==> config.mk <==
export PLATFORM = sky130hd
export DESIGN_NAME = qapm_mixer
export DESIGN_NICKNAME = d
export VERILOG_FILES = /design/src/design/qapm_pkg.sv /design/src/design/qapm_mixer.sv
export SDC_FILE = /design/constraint.sdc
export NUM_CORES = 1
export LEC_CHECK = 0
export BUFFER_PORTS_ARGS = -buffer_cell sky130_fd_sc_hd__buf_2
export CAP_MARGIN = 40
export CORE_ASPECT_RATIO = 0.6
export CORE_MARGIN = 8
export CORE_UTILIZATION = 67
export CTS_CLUSTER_DIAMETER = 80
export DETAILED_ROUTE_END_ITERATION = 7
export GPL_TIMING_DRIVEN = 0
export PLACE_DENSITY = 0.88
export SYNTH_ARGS = -nofsm -noshare
export SYNTH_HDL_FRONTEND = slang
export SYNTH_SLANG_ARGS = --single-unit
==> constraint.sdc <==
create_clock -name clk -period 10.1 [get_ports clk]
set_clock_uncertainty 0.2 [all_clocks]
set_input_delay 2.02 -clock clk [delete_from_list [all_inputs] [get_ports clk]]
set_output_delay 2.02 -clock clk [all_outputs]
set_load 0.1 [all_outputs]
==> src/design/qapm_pkg.sv <==
// Shared widths, constants, payload types and helpers of the attitude PID mixer.
package qapm_pkg;

  localparam int AW = 16;
  localparam int EW = AW + 1;
  localparam int IW = (AW + 2 > 17) ? AW + 2 : 17;
  localparam int DIFF_W = ((AW > 17) ? AW : 18) + 1;
  localparam int DV_W = EW + 1;
  localparam int PK_W = EW + 17;
  localparam int PI_W = IW + 17;
  localparam int PD_W = DV_W + 17;
  localparam int C_W = PI_W + 2;
  localparam int MIX_W = C_W + 3;
  localparam int NUM_AXES = 3;

  localparam logic [10:0] PULSE_MIN = 11'd1000;
  localparam logic [10:0] PULSE_MAX = 11'd2000;
  localparam logic [9:0] PULSE_SPAN = 10'd1000;
  localparam logic [7:0] DUTY_MAX = 8'd255;

  localparam logic [27:0] DIV1000_RECIP = 28'd137438954;
  localparam int DIV1000_SHIFT = 37;

  localparam logic [2:0] REG_GAINS_ROLL = 3'd0;
  localparam logic [2:0] REG_GAINS_PITCH = 3'd1;
  localparam logic [2:0] REG_GAINS_YAW = 3'd2;
  localparam logic [2:0] REG_INTEGRAL_LIMITS = 3'd3;
  localparam logic [2:0] REG_ANGLE_LIMITS = 3'd4;

  typedef struct packed {
    logic armed;
    logic [10:0] throttle_pulse;
    logic [10:0] roll_pulse;
    logic [10:0] pitch_pulse;
    logic [10:0] yaw_pulse;
    logic signed [AW-1:0] roll_meas;
    logic signed [AW-1:0] pitch_meas;
    logic signed [AW-1:0] yaw_meas;
  } in_word_t;

  typedef struct packed {
    logic [7:0] motor_front_right;
    logic [7:0] motor_front_left;
    logic [7:0] motor_rear_left;
    logic [7:0] motor_rear_right;
  } out_word_t;

  typedef struct packed {
    logic advance;
    logic update;
  } lane_ctrl_t;

  function automatic logic [9:0] sat_pulse(input logic [10:0] p);
    logic [9:0] r;
    if (p < PULSE_MIN) begin
      r = '0;
    end else if (p > PULSE_MAX) begin
      r = PULSE_SPAN;
    end else begin
      r = 10'(p - PULSE_MIN);
    end
    return r;
  endfunction

  function automatic logic [7:0] sat_duty(input logic signed [MIX_W-1:0] s);
    logic [7:0] r;
    if (s[MIX_W-1]) begin
      r = '0;
    end else if (|s[MIX_W-2:24]) begin
      r = DUTY_MAX;
    end else begin
      r = s[23:16];
    end
    return r;
  endfunction

endpackage

==> src/design/qapm_mixer.sv <==
// X-frame motor mixer: combines throttle and lane outputs into four clamped duties.
module qapm_mixer import qapm_pkg::*; (
  input  logic                    clk,
  input  lane_ctrl_t              ctrl,
  input  logic                    armed,
  input  logic [7:0]              thr,
  input  logic signed [C_W-1:0]   cr,
  input  logic signed [C_W-1:0]   cp,
  input  logic signed [C_W-1:0]   cy,
  output out_word_t               motors
);

  logic signed [MIX_W-1:0] base;
  logic signed [MIX_W-1:0] spp, spm, bmy, bpy;
  logic [7:0] fr, fl, rl, rr;

  assign base = MIX_W'($signed({1'b0, thr, 16'h0000}));

  always_comb begin
    fr = sat_duty(bmy + spp);
    rl = sat_duty(bmy - spp);
    fl = sat_duty(bpy - spm);
    rr = sat_duty(bpy + spm);
  end

  always_ff @(posedge clk) begin
    if (ctrl.advance) begin
      spp <= MIX_W'(cr) + MIX_W'(cp);
      spm <= MIX_W'(cr) - MIX_W'(cp);
      bmy <= base - MIX_W'(cy);
      bpy <= base + MIX_W'(cy);
      if (armed) begin
        motors <= '{motor_front_right: fr, motor_front_left: fl,
                    motor_rear_left: rl, motor_rear_right: rr};
      end else begin
        motors <= '0;
      end
    end
  end

endmodule

==> key figures <==
STA
  – # setup viols final: 0
  – RSZ-0062 raised after global routing: false
  – Final WS setup: 3.76 ns
  – TNS Setup: 0 ns
  – Min cycle time layout: 6.34 ns
  – Fin Hold WS: 0.732 ns
  – Worst-margin pin slew: 0.921 ns
  – Slew headroom: 0.381
  – Max Fclk: 158 MHz
  – Final hold violations: 0
  – Slew Viols, Final: 0
  – Post-route clock period utilization: 0.628

Clocking
  – CTS Root Buffer Type: clkbuf_16
  – Clock Tree Buf Depth: 2
  – Hold buffers post-CTS: 0
  – CTS tree: built
  – Worst skew pair latency: approximately 0.45 ns
  – Number of CTS-inserted buffers: 17
  – H-tree levels: 4
  – Clock sinks: 182
  – Post CTS Setup Buffer Count: 0
  – CTS clock-pin slew for the worst setup and hold paths: 0.09 ns
  – # resized after CTS: 0

Cells and area
  – Finished Layout Cells: 2590
  – Fraction of layout instances using a drive strength above 1: 0.109
  – Util after Layout: 0.749
  – Final net count: between 2k and 3k
  – Commonest non-fill, non-tap cells in the layout: 239 x ha_1, 237 x inv_1, 187 x nor2_1, 186 x a21oi_1, 182 x edfxtp_1
  – Commonest non-fill, non-tap cell in the layout: ha_1
  – Area grow syn2layout: 10.3%
  – Final Instance Area: ~0.020 mm^2

Synth
  – Mux share of post-synthesis cell area: 0.0110
  – Mapped Area: about 0.018 mm^2
  – Post-synth EDFFs: roughly 180
  – Mapped Nets: about 2.4k
  – Synth Register Bits: 182
  – Register area share after synthesis: 0.306
  – Most used DFF post-synth: edfxtp_1
  – Largest family of logic cells by synthesized area: compound AO/OA/AOI/OAI gates
  – Synthesized instance count: 2043
  – Compound-cell area share of the yosys netlist: 0.211
  – Post-synth ARST share: 0
  – Post-synth cell types: 91
  – Yosys warnings: 0
  – Synthesized-area fraction occupied by adder cells: 0.171
  – Post-Synth XOR/XNOR Area: 0.0775
  – Mean post-synth cell area: between 8 and 9 um^2
  – Synth Area in Simple Gates: 0.154

Pwr
  – Reg power frac: 0.302
  – Lkg Pwr: 8.50 nW
  – Cell Int Power: 1.88 mW
  – Power Density: 174 mW/mm^2
  – Net switching power: 1.54 mW
  – Max IR drop VDD: between 90 and 100 uV
  – Clk pwr share: 0.198
  – Total design power: 3.42 mW
  – Sw Share: 0.450
  – Combinational power share: 0.500

Detailed routing
  – Residual DRC: 0
  – Final WL: 54600 um
  – Iteration count of the initial detailed-routing pass: 6
  – WL/cell: 21.1 um
  – Vias per cell: approximately 6.4
  – Starting DRT DRC Count: 2163
  – Via Count: 16.6k
  – Antenna Nets Post-Route: 0

Hold path
  – Hold WC Path Type: flop to flop

GRT
  – Pin count of the biggest net entering global routing: 136
  – First-pass GRT wire length: 82900 um
  – Vias in the first global route: around 15k
  – GRT overflow: 0
  – Antenna violations before repair: 6
  – Total Routing Usage GR: 0.328

Die
  – Die area: 0.0323 mm^2
  – Chip width: 227 um
  – Core Area: 0.0263 mm^2
  – I/O Pins: 155
  – Starting Density: 0.679
  – # rows: 46
  – Die height: around 140 um

Critical path
  – WP data arrival: 6.32 ns
  – R2r setup slk: around 5.2 ns
  – WP data required: approximately 10 ns
  – Critical path type: input pin to flop
  – Worst-path cell chain: buf_2, ha_1, inv_1, fa_1, nor2_1, o311ai_0, a21oi_1, a2111oi_2, o211a_1, o31ai_1, a221oi_1, o31ai_1, a21oi_1, o21bai_1, xnor2_1
  – Critical Path Fanout Max: 4
  – Slowest stage delay, CP: 0.73 ns
  – CP startpoint kind: input pin
  – CP endpoint kind: flop
  – Slowest-stage cell, CP: a2111oi_2

Run
  – Max-Cap Viols: 0

Place
  – I/O Buffers: 149
  – Placement Setup Slack: 3.54 ns
  – Dpl cells: 2555
  – Dpl hpwl: 43700 um
  – GPL Wtd Cong: just under 1
  – Cell area after placement: roughly 0.019 mm^2

Outcome
  – Outcome: finished, final reports clean
## layout make-up
cell class                 instances  area, um^2
antenna                            3        7.51
buffer                            80         345
clock buffer                      17         425
clock inverter                    15         156
fill                            1892        6610
inverter                         240         901
multi-input combinational       1541       11100
sequential                       182        5470
tap                              360         450
timing repair buffer             152         792
## flip-flops by register name, indices dropped and copies added, names as in the netlist
| name | flops |
|---|---|
| bmy | 38 |
| spm | 38 |
| bpy | 37 |
| motors | 32 |
| spp | 37 |
## synthesized netlist by cell type, types with 5 or more instances
master	number	area (um^2)
o31a_1	6	52.6
mux2_2	5	56.3
a21o_1	33	248
nand2b_1	30	188
and2_1	5	31.3
o21ai_1	9	45.0
o311a_1	5	50.1
xnor2_1	121	1060
nand2_1	96	360
nand4_1	19	119
mux2i_1	14	140
nor3_1	56	280
buf_1	5	18.8
o32ai_1	5	43.8
a31oi_1	14	87.6
o21bai_1	35	263
ha_1	239	2990
o41ai_1	7	61.3
a211oi_2	5	62.6
or4_1	6	45.0
o21ai_0	83	415
o21a_1	29	218
buf_2	16	80.1
or3_1	19	119
a211o_1	7	61.3
a21oi_1	186	931
clkbuf_1	53	199
nand3b_1	7	52.6
inv_1	237	890
a221oi_1	11	96.3
nand3_1	40	200
o211ai_1	10	75.1
a2111oi_0	8	70.1
xor2_1	37	324
nor2b_1	26	163
a311oi_1	5	43.8
a211oi_1	23	173
edfxtp_1	182	5470
o31ai_1	18	135
o2111ai_1	8	70.1
nor2_1	187	702
nor4_1	37	231
## final timing paths
kind,from,endpoint,cells past startpoint
min,bmy[19],motors[12],4
min reg2reg,bmy[19],motors[12],4
max reg2reg,spm[2],motors[22],14
max,cp[0],spp[36],15
## routing by layer
layer / GRT usage / wire length [um] / up-vias
li1: - / - / 7686
met1: 0.480 / 24000 / 7745
met2: 0.457 / 22000 / 1020
met3: 0.103 / 7110 / 138
met4: 0.0887 / 1440 / 4
met5: 0 / 26 / -
## logic make-up (layout without fill, tap and decap cells)
family / count (synthesis) / count (layout)
other: 0 / 3
AO/OA/AOI/OAI: 566 / 566
multiplexers: 19 / 19
AND/OR/NAND/NOR: 556 / 556
buffers and inverters: 320 / 504
flip-flops: 182 / 182
adder cells (fa/ha/maj): 242 / 242
XOR/XNOR: 158 / 158
## critical path, delay by kind of cell
kind | cells | cell delay [ns]
AOI/OAI and AO/OA | 9 | 3.13
xor gates and xnor gates | 1 | 0.49
adders and majority gates | 2 | 0.41
buffers and inverters | 2 | 0.19
and+or+nand+nor | 1 | 0.08
## power by group through the flow
| stage | logic [mW] | registers, mW | clock network, mW |
|---|---|---|---|
| 6_report | 1.71 | 1.03 | 0.677 |
| 3_5_place_dp | 1.63 | 1.04 | 0 |
| 5_1_grt | 1.84 | 1.04 | 0.700 |
| 3_3_place_gp | 1.60 | 1.04 | 0 |
| 4_1_cts | 1.65 | 1.03 | 0.674 |
| 2_1_floorplan | 1.10 | 1.13 | 0 |
Note: power is estimated with default switching activity, not from simulation.
